**src/rtl/sc2a_pkg.sv**
```systemverilog
`default_nettype none

package sc2a_pkg;

   // default character queue depth
   localparam int FIFO_DEPTH_DEFAULT = 64;

   // command codes
   localparam logic [1:0] CMD_SCAN  = 2'd0;
   localparam logic [1:0] CMD_POP   = 2'd1;
   localparam logic [1:0] CMD_FLUSH = 2'd2;

   // set-1 key codes with a special meaning
   localparam logic [6:0] KEY_ENTER     = 7'h1C;
   localparam logic [6:0] KEY_BACKSPACE = 7'h0E;
   localparam logic [6:0] KEY_TAB       = 7'h0F;
   localparam logic [6:0] KEY_LSHIFT    = 7'h2A;
   localparam logic [6:0] KEY_RSHIFT    = 7'h36;
   localparam logic [6:0] KEY_CTRL      = 7'h1D;
   localparam logic [6:0] KEY_ALT       = 7'h38;
   localparam logic [6:0] KEY_CAPS      = 7'h3A;

   // bit of the scancode byte that marks a release
   localparam int RELEASE_BIT = 7;

   // control characters for the special keys
   localparam logic [6:0] ASCII_NEWLINE   = 7'h0A;
   localparam logic [6:0] ASCII_BACKSPACE = 7'h08;
   localparam logic [6:0] ASCII_TAB       = 7'h09;
   localparam logic [6:0] ASCII_NONE      = 7'h00;

   // queue commands, already qualified against full and empty
   typedef struct packed {
      logic push;
      logic pop;
      logic flush;
   } fifo_ctrl_type;

   // queue status
   typedef struct packed {
      logic full;
      logic empty;
   } fifo_stat_type;

   // key to character lookup, lower and upper layouts
   function automatic logic [6:0] key_to_char(input logic upper, input logic [6:0] key);
      logic [6:0] lo;
      logic [6:0] up;
      unique case (key)
         7'h02: begin lo = 7'h31; up = 7'h21; end
         7'h03: begin lo = 7'h32; up = 7'h40; end
         7'h04: begin lo = 7'h33; up = 7'h23; end
         7'h05: begin lo = 7'h34; up = 7'h24; end
         7'h06: begin lo = 7'h35; up = 7'h25; end
         7'h07: begin lo = 7'h36; up = 7'h5E; end
         7'h08: begin lo = 7'h37; up = 7'h26; end
         7'h09: begin lo = 7'h38; up = 7'h2A; end
         7'h0A: begin lo = 7'h39; up = 7'h28; end
         7'h0B: begin lo = 7'h30; up = 7'h29; end
         7'h0C: begin lo = 7'h2D; up = 7'h5F; end
         7'h0D: begin lo = 7'h3D; up = 7'h2B; end
         7'h10: begin lo = 7'h71; up = 7'h51; end
         7'h11: begin lo = 7'h77; up = 7'h57; end
         7'h12: begin lo = 7'h65; up = 7'h45; end
         7'h13: begin lo = 7'h72; up = 7'h52; end
         7'h14: begin lo = 7'h74; up = 7'h54; end
         7'h15: begin lo = 7'h79; up = 7'h59; end
         7'h16: begin lo = 7'h75; up = 7'h55; end
         7'h17: begin lo = 7'h69; up = 7'h49; end
         7'h18: begin lo = 7'h6F; up = 7'h4F; end
         7'h19: begin lo = 7'h70; up = 7'h50; end
         7'h1A: begin lo = 7'h5B; up = 7'h7B; end
         7'h1B: begin lo = 7'h5D; up = 7'h7D; end
         7'h1E: begin lo = 7'h61; up = 7'h41; end
         7'h1F: begin lo = 7'h73; up = 7'h53; end
         7'h20: begin lo = 7'h64; up = 7'h44; end
         7'h21: begin lo = 7'h66; up = 7'h46; end
         7'h22: begin lo = 7'h67; up = 7'h47; end
         7'h23: begin lo = 7'h68; up = 7'h48; end
         7'h24: begin lo = 7'h6A; up = 7'h4A; end
         7'h25: begin lo = 7'h6B; up = 7'h4B; end
         7'h26: begin lo = 7'h6C; up = 7'h4C; end
         7'h27: begin lo = 7'h3B; up = 7'h3A; end
         7'h28: begin lo = 7'h27; up = 7'h22; end
         7'h29: begin lo = 7'h60; up = 7'h7E; end
         7'h2B: begin lo = 7'h5C; up = 7'h7C; end
         7'h2C: begin lo = 7'h7A; up = 7'h5A; end
         7'h2D: begin lo = 7'h78; up = 7'h58; end
         7'h2E: begin lo = 7'h63; up = 7'h43; end
         7'h2F: begin lo = 7'h76; up = 7'h56; end
         7'h30: begin lo = 7'h62; up = 7'h42; end
         7'h31: begin lo = 7'h6E; up = 7'h4E; end
         7'h32: begin lo = 7'h6D; up = 7'h4D; end
         7'h33: begin lo = 7'h2C; up = 7'h3C; end
         7'h34: begin lo = 7'h2E; up = 7'h3E; end
         7'h35: begin lo = 7'h2F; up = 7'h3F; end
         7'h37: begin lo = 7'h2A; up = 7'h2A; end
         7'h39: begin lo = 7'h20; up = 7'h20; end
         default: begin lo = ASCII_NONE; up = ASCII_NONE; end
      endcase
      return upper ? up : lo;
   endfunction

endpackage

`default_nettype wire

```
**src/rtl/sc2a_if.sv**
```systemverilog
`default_nettype none

// request channel: command and scancode byte
interface sc2a_req_if;
   logic       valid;
   logic       ready;
   logic [1:0] cmd;
   logic [7:0] scan_byte;

   modport source (output valid, output cmd, output scan_byte, input ready);
   modport sink (input valid, input cmd, input scan_byte, output ready);
endinterface

// response channel: popped character, queue fill and modifier flags
interface sc2a_rsp_if;
   logic       valid;
   logic       ready;
   logic       char_valid;
   logic [6:0] char_code;
   logic       push_dropped;
   logic [6:0] chars_waiting;
   logic       shift_held;
   logic       ctrl_held;
   logic       alt_held;
   logic       caps_on;

   modport source (output valid, output char_valid, output char_code,
                   output push_dropped, output chars_waiting, output shift_held,
                   output ctrl_held, output alt_held, output caps_on, input ready);
   modport sink (input valid, input char_valid, input char_code,
                 input push_dropped, input chars_waiting, input shift_held,
                 input ctrl_held, input alt_held, input caps_on, output ready);
endinterface

`default_nettype wire

```
**src/rtl/scancode_to_ascii_with_fifo.sv**
```systemverilog
// channel   dir  transfer when       payload
// req_ch    in   valid && ready      cmd, scan_byte
// rsp_ch    out  valid && ready      char_valid, char_code, push_dropped, chars_waiting, flags
//
// one request per cycle while req_ch.ready is high; its response is offered after the request transfer
// (translation, queue update and store read into a stage, then the output register)
// synchronous reset clears the pointers, fill count, modifier flags and the valid bits of both stages
// a stage and an output register part the channels: a request is taken while a
// response waits, and req_ch.ready drops only when both are full and rsp_ch stalls
`default_nettype none

module scancode_to_ascii_with_fifo #(
   parameter int FIFO_DEPTH = sc2a_pkg::FIFO_DEPTH_DEFAULT
) (
   input wire          clock,
   input wire          reset,
   sc2a_req_if.sink    req_ch,
   sc2a_rsp_if.source  rsp_ch
);

   localparam int CNT_W = $clog2(FIFO_DEPTH + 1);

   logic                    accept;
   logic [6:0]              key;
   logic                    down;
   logic [6:0]              new_char;
   sc2a_pkg::fifo_ctrl_type fifo_ctrl;
   sc2a_pkg::fifo_stat_type fifo_stat;
   logic [CNT_W-1:0]        count_next;
   logic [6:0]              rd_data;
   logic                    char_valid;
   logic                    dropped;

   logic shift_ff, shift_in;
   logic ctrl_ff, ctrl_in;
   logic alt_ff, alt_in;
   logic caps_ff, caps_in;

   // stage after the queue update
   logic       s_valid_ff, s_valid_in;
   logic       s_char_valid_ff;
   logic       s_dropped_ff;
   logic [6:0] s_chars_ff;
   logic [3:0] s_flags_ff;

   // output register
   logic       o_valid_ff, o_valid_in;
   logic       o_char_valid_ff;
   logic [6:0] o_char_code_ff;
   logic       o_dropped_ff;
   logic [6:0] o_chars_ff;
   logic [3:0] o_flags_ff;

   logic move;

   assign move          = s_valid_ff && (!o_valid_ff || rsp_ch.ready);
   assign req_ch.ready  = !s_valid_ff || move;
   assign accept        = req_ch.valid && req_ch.ready;
   assign key           = req_ch.scan_byte[6:0];
   assign down          = !req_ch.scan_byte[sc2a_pkg::RELEASE_BIT];

   // decode, modifier update and translation
   always_comb begin
      shift_in   = shift_ff;
      ctrl_in    = ctrl_ff;
      alt_in     = alt_ff;
      caps_in    = caps_ff;
      new_char   = sc2a_pkg::ASCII_NONE;
      fifo_ctrl  = '0;
      char_valid = 1'b0;
      dropped    = 1'b0;
      if (accept) begin
         unique case (req_ch.cmd)
            sc2a_pkg::CMD_SCAN: begin
               unique case (key)
                  sc2a_pkg::KEY_LSHIFT, sc2a_pkg::KEY_RSHIFT: shift_in = down;
                  sc2a_pkg::KEY_CTRL: ctrl_in = down;
                  sc2a_pkg::KEY_ALT: alt_in = down;
                  sc2a_pkg::KEY_CAPS: begin
                     if (down) begin
                        caps_in = !caps_ff;
                     end
                  end
                  default: begin
                  end
               endcase
               if (down) begin
                  priority if (key == sc2a_pkg::KEY_ENTER) begin
                     new_char = sc2a_pkg::ASCII_NEWLINE;
                  end else if (key == sc2a_pkg::KEY_BACKSPACE) begin
                     new_char = sc2a_pkg::ASCII_BACKSPACE;
                  end else if (key == sc2a_pkg::KEY_TAB) begin
                     new_char = sc2a_pkg::ASCII_TAB;
                  end else begin
                     new_char = sc2a_pkg::key_to_char(shift_in ^ caps_in, key);
                  end
               end
               // drop the character when the queue is full
               if (new_char != sc2a_pkg::ASCII_NONE) begin
                  if (fifo_stat.full) begin
                     dropped = 1'b1;
                  end else begin
                     fifo_ctrl.push = 1'b1;
                  end
               end
            end
            sc2a_pkg::CMD_POP: begin
               if (!fifo_stat.empty) begin
                  fifo_ctrl.pop = 1'b1;
                  char_valid    = 1'b1;
               end
            end
            sc2a_pkg::CMD_FLUSH: fifo_ctrl.flush = 1'b1;
            default: begin
            end
         endcase
      end
   end

   sc2a_char_fifo #(
      .DEPTH (FIFO_DEPTH)
   ) u_fifo (
      .clock      (clock),
      .reset      (reset),
      .ctrl       (fifo_ctrl),
      .push_char  (new_char),
      .stat       (fifo_stat),
      .count_next (count_next),
      .rd_data    (rd_data)
   );

   // modifier flags
   always_ff @(posedge clock) begin
      if (reset) begin
         shift_ff <= 1'b0;
         ctrl_ff  <= 1'b0;
         alt_ff   <= 1'b0;
         caps_ff  <= 1'b0;
      end else begin
         shift_ff <= shift_in;
         ctrl_ff  <= ctrl_in;
         alt_ff   <= alt_in;
         caps_ff  <= caps_in;
      end
   end

   // stage and output valid bits
   always_comb begin
      s_valid_in = s_valid_ff;
      if (accept) begin
         s_valid_in = 1'b1;
      end else if (move) begin
         s_valid_in = 1'b0;
      end
      o_valid_in = o_valid_ff;
      if (move) begin
         o_valid_in = 1'b1;
      end else if (rsp_ch.ready) begin
         o_valid_in = 1'b0;
      end
   end

   always_ff @(posedge clock) begin
      if (reset) begin
         s_valid_ff <= 1'b0;
         o_valid_ff <= 1'b0;
      end else begin
         s_valid_ff <= s_valid_in;
         o_valid_ff <= o_valid_in;
      end
   end

   // stage payload, the character itself arrives from the store read
   always_ff @(posedge clock) begin
      if (accept) begin
         s_char_valid_ff <= char_valid;
         s_dropped_ff    <= dropped;
         s_chars_ff      <= 7'(count_next);
         s_flags_ff      <= {shift_in, ctrl_in, alt_in, caps_in};
      end
   end

   // output payload
   always_ff @(posedge clock) begin
      if (move) begin
         o_char_valid_ff <= s_char_valid_ff;
         o_char_code_ff  <= s_char_valid_ff ? rd_data : sc2a_pkg::ASCII_NONE;
         o_dropped_ff    <= s_dropped_ff;
         o_chars_ff      <= s_chars_ff;
         o_flags_ff      <= s_flags_ff;
      end
   end

   assign rsp_ch.valid         = o_valid_ff;
   assign rsp_ch.char_valid    = o_char_valid_ff;
   assign rsp_ch.char_code     = o_char_code_ff;
   assign rsp_ch.push_dropped  = o_dropped_ff;
   assign rsp_ch.chars_waiting = o_chars_ff;
   assign rsp_ch.shift_held    = o_flags_ff[3];
   assign rsp_ch.ctrl_held     = o_flags_ff[2];
   assign rsp_ch.alt_held      = o_flags_ff[1];
   assign rsp_ch.caps_on       = o_flags_ff[0];

endmodule

`default_nettype wire

```
**src/rtl/sc2a_char_fifo.sv**
```systemverilog
`default_nettype none

module sc2a_char_fifo #(
   parameter int DEPTH = sc2a_pkg::FIFO_DEPTH_DEFAULT,
   localparam int PTR_W = (DEPTH > 1) ? $clog2(DEPTH) : 1,
   localparam int CNT_W = $clog2(DEPTH + 1)
) (
   input  wire                         clock,
   input  wire                         reset,
   input  wire sc2a_pkg::fifo_ctrl_type ctrl,
   input  wire  [6:0]                  push_char,
   output sc2a_pkg::fifo_stat_type     stat,
   output logic [CNT_W-1:0]            count_next,
   output logic [6:0]                  rd_data
);

   localparam logic [PTR_W-1:0] LAST_PTR = PTR_W'(DEPTH - 1);

   logic [6:0]       mem [DEPTH];
   logic [PTR_W-1:0] wr_ptr_ff, wr_ptr_in;
   logic [PTR_W-1:0] rd_ptr_ff, rd_ptr_in;
   logic [CNT_W-1:0] count_ff, count_in;
   logic [6:0]       rd_data_ff;

   // status from the current fill
   assign stat.full  = (count_ff == CNT_W'(DEPTH));
   assign stat.empty = (count_ff == '0);

   // pointer and fill update, pointers wrap at the depth
   always_comb begin
      wr_ptr_in = wr_ptr_ff;
      rd_ptr_in = rd_ptr_ff;
      count_in  = count_ff;
      priority if (ctrl.flush) begin
         wr_ptr_in = '0;
         rd_ptr_in = '0;
         count_in  = '0;
      end else if (ctrl.push) begin
         wr_ptr_in = (wr_ptr_ff == LAST_PTR) ? '0 : wr_ptr_ff + PTR_W'(1);
         count_in  = count_ff + CNT_W'(1);
      end else if (ctrl.pop) begin
         rd_ptr_in = (rd_ptr_ff == LAST_PTR) ? '0 : rd_ptr_ff + PTR_W'(1);
         count_in  = count_ff - CNT_W'(1);
      end
   end

   always_ff @(posedge clock) begin
      if (reset) begin
         wr_ptr_ff <= '0;
         rd_ptr_ff <= '0;
         count_ff  <= '0;
      end else begin
         wr_ptr_ff <= wr_ptr_in;
         rd_ptr_ff <= rd_ptr_in;
         count_ff  <= count_in;
      end
   end

   // character store write
   always_ff @(posedge clock) begin
      if (ctrl.push) begin
         mem[wr_ptr_ff] <= push_char;
      end
   end

   // registered read, held until the next pop
   always_ff @(posedge clock) begin
      if (ctrl.pop) begin
         rd_data_ff <= mem[rd_ptr_ff];
      end
   end

   assign count_next = count_in;
   assign rd_data    = rd_data_ff;

endmodule

`default_nettype wire

```
**src/flat_wrapper.sv**
```systemverilog
// flat-port wrapper written by rule: the top's interface ports become plain ports
module scancode_to_ascii_with_fifo_flat 
#(
   parameter int FIFO_DEPTH = sc2a_pkg::FIFO_DEPTH_DEFAULT
)
  (clock, reset, req_ch_valid, req_ch_cmd, req_ch_scan_byte, req_ch_ready, rsp_ch_valid, rsp_ch_char_valid, rsp_ch_char_code, rsp_ch_push_dropped, rsp_ch_chars_waiting, rsp_ch_shift_held, rsp_ch_ctrl_held, rsp_ch_alt_held, rsp_ch_caps_on, rsp_ch_ready);
  sc2a_req_if req_ch_i ();
  sc2a_rsp_if rsp_ch_i ();
  input wire clock;
  input wire reset;
  input wire logic [$bits(req_ch_i.valid)-1:0] req_ch_valid;
  input wire logic [$bits(req_ch_i.cmd)-1:0] req_ch_cmd;
  input wire logic [$bits(req_ch_i.scan_byte)-1:0] req_ch_scan_byte;
  output wire logic [$bits(req_ch_i.ready)-1:0] req_ch_ready;
  output wire logic [$bits(rsp_ch_i.valid)-1:0] rsp_ch_valid;
  output wire logic [$bits(rsp_ch_i.char_valid)-1:0] rsp_ch_char_valid;
  output wire logic [$bits(rsp_ch_i.char_code)-1:0] rsp_ch_char_code;
  output wire logic [$bits(rsp_ch_i.push_dropped)-1:0] rsp_ch_push_dropped;
  output wire logic [$bits(rsp_ch_i.chars_waiting)-1:0] rsp_ch_chars_waiting;
  output wire logic [$bits(rsp_ch_i.shift_held)-1:0] rsp_ch_shift_held;
  output wire logic [$bits(rsp_ch_i.ctrl_held)-1:0] rsp_ch_ctrl_held;
  output wire logic [$bits(rsp_ch_i.alt_held)-1:0] rsp_ch_alt_held;
  output wire logic [$bits(rsp_ch_i.caps_on)-1:0] rsp_ch_caps_on;
  input wire logic [$bits(rsp_ch_i.ready)-1:0] rsp_ch_ready;
  assign req_ch_i.valid = req_ch_valid;
  assign req_ch_i.cmd = req_ch_cmd;
  assign req_ch_i.scan_byte = req_ch_scan_byte;
  assign req_ch_ready = req_ch_i.ready;
  assign rsp_ch_valid = rsp_ch_i.valid;
  assign rsp_ch_char_valid = rsp_ch_i.char_valid;
  assign rsp_ch_char_code = rsp_ch_i.char_code;
  assign rsp_ch_push_dropped = rsp_ch_i.push_dropped;
  assign rsp_ch_chars_waiting = rsp_ch_i.chars_waiting;
  assign rsp_ch_shift_held = rsp_ch_i.shift_held;
  assign rsp_ch_ctrl_held = rsp_ch_i.ctrl_held;
  assign rsp_ch_alt_held = rsp_ch_i.alt_held;
  assign rsp_ch_caps_on = rsp_ch_i.caps_on;
  assign rsp_ch_i.ready = rsp_ch_ready;
  scancode_to_ascii_with_fifo #(.FIFO_DEPTH(FIFO_DEPTH)) u_core (.clock(clock), .reset(reset), .req_ch(req_ch_i), .rsp_ch(rsp_ch_i));
endmodule
```
**config.mk**
```make
export PLATFORM = sky130hd
export DESIGN_NAME = scancode_to_ascii_with_fifo_flat
export DESIGN_NICKNAME = d
export VERILOG_FILES = /design/src/rtl/sc2a_pkg.sv /design/src/rtl/sc2a_if.sv /design/src/rtl/scancode_to_ascii_with_fifo.sv /design/src/rtl/sc2a_char_fifo.sv /design/src/flat_wrapper.sv
export SDC_FILE = /design/constraint.sdc
export NUM_CORES = 1
export LEC_CHECK = 0
export BUFFER_PORTS_ARGS = -buffer_cell sky130_fd_sc_hd__buf_4
export CAP_MARGIN = 0
export CORE_ASPECT_RATIO = 1.5
export CORE_MARGIN = 3
export CORE_UTILIZATION = 63
export DETAILED_ROUTE_END_ITERATION = 8
export PLACE_DENSITY = 0.78
export RECOVER_POWER = 25
export SLEW_MARGIN = 0
export SYNTH_ARGS = -nofsm -noshare
export SYNTH_HDL_FRONTEND = slang
export SYNTH_HIERARCHICAL = 1
export SYNTH_SLANG_ARGS = --single-unit
```
**constraint.sdc**
```tcl
create_clock -name clock -period 7.65 [get_ports clock]
set_input_delay 0.765 -clock clock [delete_from_list [all_inputs] [get_ports clock]]
set_output_delay 0.765 -clock clock [all_outputs]
set_load 0.01 [all_outputs]
```
==> run metrics, run 1 <==
outcome=complete, but fails checks; failing checks=capacitance limit, slew limit; Die H=232.9 µm; worst-path maximum fanout=64; Leak Pwr=roughly 6.4 nW; max_cap viols=4; Mapped Area=approximately 0.022 mm²; launching element type of the critical path=primary input; antenna viol nets, final=0; Worst-Margin Slew=around 2900 ps; pin count of the biggest net entering global routing=66; Max-slew headroom=-90.98%; post-layout instance area=0.02340 mm²; Synth Instances=between 1000 and 1500; maximum vdd drop=about 0.21 mV; global-route wire length before repair=just over 70 mm; DIE WIDTH=~160 µm; Max Slew Vio Count=roughly 220; area leader, netlist=edfxtp_1; final layout net count=~1300; Async SR Flop Fraction=0%; Final Setup Violations=0; synth unique cells=about 80; placed instance count=1657; # hold bufs at CTS=0; CTS resizes=0; fmax=181.7 MHz; initial core utilization=64.23%; crit share post-route=a little under three quarters; WS Path Type=primary input to flop; crit path capture type=flop; postcts setup bufs=0; PnR worst setup slack=~2100 ps; TNS Setup=0 ps; Critical Path Source=req_ch_scan_byte[0]; CTS Buffer Depth=3; sequential fraction of the synthesis area=between 70% and 80%; final setup skew=between 20 and 30 ps; Synth area leaders=edfxtp_1, mux4_2, dfxtp_1, mux2i_1, nor2_1; Via Count=~12000; TritonCTS buffer count=44; H-tree depth=2; hold crit path type=flop to flop; Remaining DRCs=0; Synth warnings=6; TritonCTS clock tree=built; initial antenna violation count=0; WL per Instance=26.60 µm; Syn Area/Cell=approximately 17 µm²; Tmin final=roughly 5500 ps; WL final=~46 mm; number of synthesized flops with an enable pin=around 500; reg2reg start=u_core/caps_ff; reg2reg end=u_core/u_fifo/mem[48][2]; HPWL after DPL=28.97 mm; Arr. time, crit path=~5400 ps; Final Wtd Congestion=0.9362; #FFs+latches synth=513; crit path capture=u_core/u_fifo/mem[48][2]; clock sinks=between 500 and 600; die area=~0.037 mm²; initial DRC count=1471; Worst EP required=roughly 7600 ps; RSZ-0062 raised after global routing=no; worst skew pair latency=roughly 560 ps; Congestion Overflow GR=0; Worst-path clk slew=around 60 ps; dpl ws=2272 ps; Tot GR Track Use=about a quarter; Cell Pwr Density=between 200 and 250 mW/mm²; io pins=36; vias in the first global route=about 12000; Final Hold Fails=0; antenna cell count=0; Core Area=~0.034 mm²; fin util=a little over two thirds; share of Yosys cell area claimed by the top area cell type=approximately 68%; layout cell share with drive strength beyond 1=~16%; drt pass-1 iters=6; R2R Setup Slk=approximately 3000 ps; Vias/cell=6.729; Post-synth top flop=edfxtp_1; Layout area overhead=8.260%; IO buf count=35; worst reg2reg path depth=8; Rows=82; syn_nets=about 1300; Cell Area, Placed=around 0.022 mm²; clock root cell=clkbuf_16; final non-filler cell total=1737
==> cell usage in the layout, fill, tap and decap left out, drive strengths merged, types with 9 or more instances in the layout <==
master,instances
a21oi,29
nor3b,9
mux2i,44
o21ai,29
ha,17
nor2,112
and3,10
inv,15
clkinv,16
nand2b,13
buf,23
nand2,49
nor2b,28
nand3,21
o211ai,11
a22oi,26
dfxtp,25
edfxtp,488
a221oi,11
mux4,104
and2,12
nor3,15
clkbuf,87
==> synthesized netlist by cell type (8+ instances only) <==
cell and count:
nor2b_1 28, mux2i_1 44, nand2_1 49, mux4_2 101, clkbuf_1 39, buf_4 11, o211ai_1 9, a22oi_1 26
o21ai_0 29, nor2_1 112, buf_2 16, a21oi_1 29, inv_1 14, ha_1 17, nand3_1 20, and2_1 12
nor3_1 15, dfxtp_1 25, nand2b_1 13, edfxtp_1 488, a221oi_1 10, and3_1 8
==> how the worst min path moves through the flow <==
stage,start,endpoint,cells after the start
after floorplan,u_core/s_flags_ff[0],u_core/o_flags_ff[0],0
after global placement,u_core/s_chars_ff[4],u_core/rsp_ch.chars_waiting[4],0
after CTS,u_core/s_flags_ff[1],u_core/o_flags_ff[1],0
final,u_core/s_flags_ff[1],u_core/o_flags_ff[1],0
after detailed placement,u_core/s_flags_ff[1],u_core/o_flags_ff[1],0
after global routing,u_core/s_chars_ff[0],u_core/rsp_ch.chars_waiting[0],0
==> state kept, by name (all words and copies together) (netlist names), 6 cells and up <==
register	count
u_core/u_fifo/count_ff	7
u_core/u_fifo/mem	448
u_core/u_fifo/rd_data	7
u_core/u_fifo/rd_ptr_ff	6
u_core/rsp_ch.char_code	7
u_core/rsp_ch.chars_waiting	7
u_core/s_chars_ff	7
u_core/u_fifo/wr_ptr_ff	6
==> power breakdown <==
part	internal [W]	switching (W)
sequential	0.00306	0.0000111
combinational	0.0000569	0.000106
clock	0.00123	0.000941
==> logic make-up after synthesis <==
logic type,count (synthesis),synth area share [%]
buf+inv,94,2.234
mux,151,13.12
xor+xnor,11,0.4457
fa+ha+maj,17,0.9840
flops,513,70.11
compound gates,173,5.904
simple gates,307,7.207
==> worst max-delay path, stage by stage <==
cell and delay [ps]:
clkbuf_1 200, inv_1 190, ha_1 400, and2b_1 220, o211ai_1 180, a221oi_1 610, nand3_4 220, mux2_1 260
o211ai_1 160, nor2_4 120, clkbuf_1 2020
==> final cells by class <==
cell class	count	area, µm²
sequential	513	15160
fill	2109	10250
multi-input combinational	659	5968
clock buffer	60	1234
tap	420	525.5
timing repair buffer	50	274.0
clock inverter	20	180.2
inverter	15	56.30
==> routing by layer <==
metal	vias to the layer above	track usage, %	share of wire [%]	wire length (µm)
met5	-	0	0	0
met4	0	12.16	5.2	2392
met3	154	4.205	6.3	2926
met2	551	45.26	52	24170
met1	5881	32.16	36	16710
li1	5102	-	-	-
==> stage by stage <==
step           power, W  hold slack, ps
6_report       0.005403           420.5
4_1_cts        0.005441           420.8
3_3_place_gp   0.003291           401.0
5_1_grt        0.005560           429.7
3_5_place_dp   0.003294           405.4
2_1_floorplan  0.003237           400.3
Power figures use the tool's default switching activity.
==> run 2, diff against run 1 <==
Clock period 7.65 ns to 5.7 ns, I/O delays scaled along.
==> run 2 against run 1 <==
Net effect:
- the run still ends with capacitance limit, slew limit left
- non-clock buffer count increased by 14
- die area unchanged
- clock skew decreased by 15 ps
- register-to-register slack got worse by 1700 ps
- design area increased by 0.98%
- via count increased by 1.0%
- count of clock-buffer cells in the layout decreased by 6
- global-route usage increased by 0.26 points
- first-iteration DRC count decreased by 5.0%
- worst setup slack got worse by 1400 ps
- worst hold slack got worse by 130 ps
- sequential power increased by 34%
==> run metrics, run 2 (synthesis gave the netlist of run 1 again) <==
initial antenna violation count=0 (unchanged); leading cell type in the layout, fill and taps excluded=edfxtp_1; Congestion Overflow GR=0 (unchanged); Critical Path Source=req_ch_scan_byte[0]; worst skew pair latency=550 ps (about the same); maximum vdd drop=0.2470 mV (+16%); H-tree depth=2 (unchanged); Via Count=11810 (+1.0%); post-layout instance area=0.02363 mm² (+0.98%); Final Wtd Congestion=0.9245 (-1.2%); RSZ-0062 raised after global routing=no; fmax=203.1 MHz; dpl ws=673.2 ps (-1599 ps); max reg flops=448 (unchanged); crit share post-route=86.39%; CTS Buffer Depth=3 (unchanged); clock sinks=513 (unchanged); worst-path maximum fanout=11 (-83%); Die H=232.9 µm (unchanged); Tmin final=4924 ps; fin util=70.22% (+0.68 points); WL per Instance=26.91 µm (+1.2%); launching element type of the critical path=primary input; crit path capture type=flop; final layout net count=1328 (+1.1%); HP Start=req_ch_valid; Final Setup Violations=0 (unchanged); WL final=47.15 mm (+2.1%); Worst-path clk slew=60 ps (about the same); largest reg by FF count=u_core/u_fifo/mem; failing checks=capacitance limit, slew limit; Final Hold Fails=0 (unchanged); R2R Setup Slk=1300 ps (-1670 ps); IO buf count=35 (unchanged); # hold bufs at CTS=0 (unchanged); outcome=complete, but fails checks; TritonCTS buffer count=44 (unchanged); Rows=82 (unchanged); vias in the first global route=12000 (+1.2%); WS Path Type=primary input to flop; antenna cell count=0 (unchanged); Remaining DRCs=0 (unchanged); Cell Pwr Density=315.0 mW/mm² (+36%); Core Area=0.03365 mm² (unchanged); io pins=36 (unchanged); max_cap viols=3 (-1); Overall Power=0.007444 W (+38%); clock root cell=clkbuf_16; Max-slew headroom=-63.88% (+27 points); drt pass-1 iters=6 (unchanged); TritonCTS clock tree=built; CTS resizes=0 (unchanged); layout cell share with drive strength beyond 1=17.12% (+1.4 points); reg2reg start=u_core/u_fifo/rd_ptr_ff[0]; HPWL after DPL=30.59 mm (+5.6%); Layout area overhead=9.319%; DIE WIDTH=157.2 µm (unchanged); die area=0.03661 mm² (unchanged); global-route wire length before repair=71.84 mm (+0.38%); final setup skew=11.13 ps (-15.19 ps); initial core utilization=64.23% (unchanged); most frequent cells in the layout=edfxtp_1, nor2_1, mux4_2, nand2_1, clkbuf_16; pin count of the biggest net entering global routing=65 (-1.5%); PnR worst setup slack=775.9 ps (-1369 ps); Tot GR Track Use=26.35% (+0.26 points); Worst EP required=5890 ps (-1690 ps); Leak Pwr=6.512 nW (+2.4%); hold crit path type=primary input to flop; Cell Area, Placed=0.02228 mm² (+0.53%); Vias/cell=6.739 (+0.14%); Max Slew Vio Count=112 (-48%); Worst-Margin Slew=2449 ps (-415.5 ps); postcts setup bufs=0 (unchanged); TNS Setup=0 ps (unchanged); antenna viol nets, final=0 (unchanged); Arr. time, crit path=5110 ps (-320 ps); worst reg2reg path depth=5 (-3); initial DRC count=1398 (-5.0%); hold-critical path depth=3 (+3)
## run 2: final timing paths
kind,end
worst min register to register,u_core/rsp_ch.chars_waiting[6]
worst max-delay path,u_core/u_fifo/mem[38][5]
worst max register to register,u_core/u_fifo/rd_data[0]
worst min-delay path,u_core/s_valid_ff
## run 2: power breakdown
group	total, W	internal, W	switching (W)
registers	0.00412	0.00410	0.0000149
logic	0.000221	0.0000777	0.000143
clock network	0.00311	0.00184	0.00127
## run 2: through the flow
step,hold slack (ps),std cells
2_1_floorplan,400.3,1266
3_3_place_gp,402.5,1671
3_5_place_dp,406.2,1671
4_1_cts,272.8,1752
5_1_grt,289.5,1752
6_report,286.3,1752
## run 2: layer usage
layer / GRT usage [%] / share of wire (%) / routed length [µm]
met5: 0 / 0 / 0
met4: 13.41 / 5.9 / 2773
met3: 3.536 / 6.5 / 3068
met2: 46.08 / 53 / 24770
met1: 32.07 / 35 / 16540
## run 2: worst max-delay path: stages
cell and delay (ps):
clkbuf_1 330, inv_1 170, ha_1 390, and2b_1 260
o211ai_1 260, mux2_4 380, and3_1 260, a2111oi_4 210
o21bai_1 170, and3_4 190, a311oi_2 500, nor2b_1 310
nand3_1 430, nor2_1 670
## run 2: layout make-up
class                           instances  area [µm²]
Clock inverter                         27       340.3
Sequential cell                       513       15160
Inverter                               15       56.30
Clock buffer                           54        1180
Multi-Input combinational cell        659        5974
Fill cell                            2052       10020
Timing Repair Buffer                   64       392.9
Tap cell                              420       525.5
==> run 3, diff against run 2 <==
Settings changed: ABC_AREA set to 1.
==> run 3 against run 2 <==
Net effect:
- the run still ends with capacitance limit, slew limit left
- via count rose by 40%
- flip-flop and latch count stayed put
- combinational power rose by 64%
- global-route usage increased by 2.8 points
- critical path depth grew 9
- sequential power barely moved
- count of clock-buffer cells in the layout up 1
- first-iteration DRC count is 27% higher
- worst setup slack improved by 290 ps
- non-clock buffer count shrank 9
- synthesized cell count rose by 88%
- die area increased by 7.0%
- critical endpoint is now u_core/u_fifo/mem[15][0]
- largest cell class unchanged
==> run metrics, run 3 <==
outcome=complete, but fails checks; failing checks=capacitance limit, slew limit; final non-filler cell total=2891 (+65%); Mapped Area=0.02318 mm² (+7.2%); number of synthesized flops with an enable pin=488 (unchanged); Congestion Overflow GR=0 (unchanged); Leak Pwr=10.19 nW (+56%); Worst EP required=5910 ps (+20 ps); hold crit path type=primary input to flop; Synth Area in Adders=0.9177% (-0.066 points); fin util=69.72% (-0.50 points); Tot GR Track Use=29.20% (+2.8 points); largest reg by FF count=u_core/u_fifo/mem; crit share post-route=81.22% (-5.2 points); initial DRC count=1780 (+27%); max reg flops=448 (unchanged); crit-path cells=clkbuf_1 -> inv_1 -> ha_1 -> inv_1 -> nor2_1 -> nand2_1 -> nand2_1 -> nand2_1 -> nand3_1 -> nand2_1 -> nand2_1 -> nand3_1 -> nand2_1 -> nand2_1 -> nand2_1 -> nor2_2 -> nor2_1 -> nand2_1 -> nor2_1 -> inv_1 -> nor2_1 -> inv_1 -> nor3_1; WS Path Type=primary input to flop; synth unique cells=41 (-47%); Synth Instances=2382 (+88%); TritonCTS buffer count=46 (+4.5%); antenna cell count=0 (unchanged); TNS Setup=0 ps (unchanged); worst skew pair latency=580 ps (+30 ps); TritonCTS clock tree=built; CP Buf/Inv Count=5 (+3); vias in the first global route=16330 (+36%); leading cell type in the layout, fill and taps excluded=nand2_1; launching element type of the critical path=primary input; Worst-path clk slew=70 ps (about the same); max_cap viols=5 (+2); fmax=216.0 MHz (+6.4%); WL final=57.07 mm (+21%); top cells by count, synth=nand2_1, edfxtp_1, inv_1, nand3_1, nor2_1; crit path capture type=flop; Cell Pwr Density=300.1 mW/mm² (-4.7%); postcts setup bufs=0 (unchanged); Worst path top cell family by delay=simple AND/OR/NAND/NOR gates; WL per Instance=19.74 µm (-27%); Rows=85 (+3.7%); pin count of the biggest net entering global routing=178 (+170%); xor-xnor portion of the synthesized cell area=0.1134% (-0.33 points); Filler cells=2608 (+27%); Layout area overhead=8.454%; share of Yosys cell area claimed by the top area cell type=63.23% (-4.6 points); maximum vdd drop=0.2655 mV (+7.5%); H-tree depth=2 (unchanged); Tmin final=4629 ps (-294.6 ps); Final Hold Fails=0 (unchanged); global-route wire length before repair=87.99 mm (+22%); Final Setup Violations=0 (unchanged); HPWL after DPL=35.94 mm (+17%); io pins=36 (unchanged); RSZ-0062 raised after global routing=no; Worst-Margin Slew=2043 ps (-406.7 ps); compound-cell area share of the yosys netlist=3.315% (-2.6 points); die area=0.03917 mm² (+7.0%); largest family of logic cells by synthesized area=simple AND/OR/NAND/NOR gates; met3 wire length=4.073 mm (+33%); placed instance count=2810 (+68%); Async SR Flop Fraction=0% (unchanged); Arr. time, crit path=4840 ps (-270 ps); drt pass-1 iters=5 (-1); Post-synth top flop=edfxtp_1; Via Count=16520 (+40%); hold_ws=293.5 ps (+7.141 ps); Worst path slowest cell=nor3_1; syn_nets=2413 (+86%); Synth area leaders=edfxtp_1, nand2_1, nand3_1, inv_1, nor2_1; # hold bufs at CTS=0 (unchanged); #FFs+latches synth=513 (unchanged); met2 WL=29.23 mm (+18%); area leader, netlist=edfxtp_1; clock sinks=513 (unchanged); Max Used Layer=met4; Post-Synth Simple-Gate Area=23.54% (+16 points); most used cell along the critical path=nand2_1; initial core utilization=64.29% (about the same); Remaining DRCs=0 (unchanged); Max Slew Vio Count=241 (+120%); Synth warnings=6 (unchanged); worst-path maximum fanout=11 (unchanged); layout cell share with drive strength beyond 1=5.678% (-11 points); Vias/cell=5.716 (-15%); IO buf count=35 (unchanged); clock root cell=clkbuf_16; Core Area=0.03605 mm² (+7.1%); final setup skew=40.86 ps (+29.74 ps); slowest stage delay, CP=700 ps (+30 ps); Max-slew headroom=-36.67% (+27 points); Syn Area/Cell=9.730 µm² (-43%); antenna viol nets, final=0 (unchanged); sequential fraction of the synthesis area=65.39% (-4.7 points); routed length on met1=20.09 mm (+21%); most common cell in the netlist=nand2_1; most frequent cells in the layout=nand2_1, edfxtp_1, inv_1, nand3_1, nor2_1; Final Wtd Congestion=0.9445 (+2.2%); DIE WIDTH=162.6 µm (+3.4%); CTS resizes=0 (unchanged); CTS Buffer Depth=3 (unchanged); Die H=240.9 µm (+3.5%); initial antenna violation count=0 (unchanged); final layout net count=2411 (+82%); post-synthesis mux area share=0% (-13 points)
## run 3: routing by layer
layer	track usage, %	vias to the layer above
li1	-	7799
met1	34.23	7758
met2	51.85	750
met3	4.035	217
met4	16.31	0
met5	0	-
## run 3: stage by stage
step | power (W) | area, µm² | worst slack (ps)
final | 0.007543 | 25140 | 1071
after global routing | 0.007781 | 25140 | 581.1
after CTS | 0.007580 | 25260 | 1559
after detailed placement | 0.004566 | 23770 | 1003
after global placement | 0.004563 | 23770 | 1201
after floorplan | 0.004445 | 23180 | 1877
## run 3: worst paths after layout
check / startpoint / to / slack (ps) / depth (start not counted)
worst max register to register: u_core/rsp_ch.valid / u_core/u_fifo/mem[15][0] / 1420 / 13
worst min register to register: u_core/s_chars_ff[0] / u_core/rsp_ch.chars_waiting[0] / 420 / 0
worst min-delay path: reset / u_core/alt_ff / 290 / 2
worst max-delay path: req_ch_scan_byte[0] / u_core/u_fifo/mem[15][0] / 1070 / 23
## run 3: cell families (layout without fill, tap and decap cells)
family,Yosys count,in the layout
compound gates,146,146
xor+xnor,3,3
fa+ha+maj,17,17
buf+inv,386,417
flops,513,513
simple gates,1317,1317
## run 3: worst reg2reg max path: stages, from the launching register on
cell      delay (ps)
dfxtp_1          340
nand3_1          140
nand2_1          150
inv_1            470
nand2_1           90
clkbuf_1         410
or2_2            420
nor2_1           460
nand2_1          130
nor2_1           180
inv_1            150
nor2_1           200
inv_1             80
nor3_1           700
## run 3: final cells by class
cell class              instances  area, µm²  area share [%]
clock buffers                  55       1216           4.838
repair buffers                 55      324.1           1.289
clock inverters                26      279.0           1.110
flip-flops and latches        513      15160           60.32
multi-input cells            1483       6494           25.83
well taps                     478      598.1           2.379
inverters                     281       1064           4.231
## run 3: where the power goes
group	internal (W)	switching, W
Combinational	0.0000972	0.000264
Clock	0.00172	0.00134
Sequential	0.00411	0.0000180
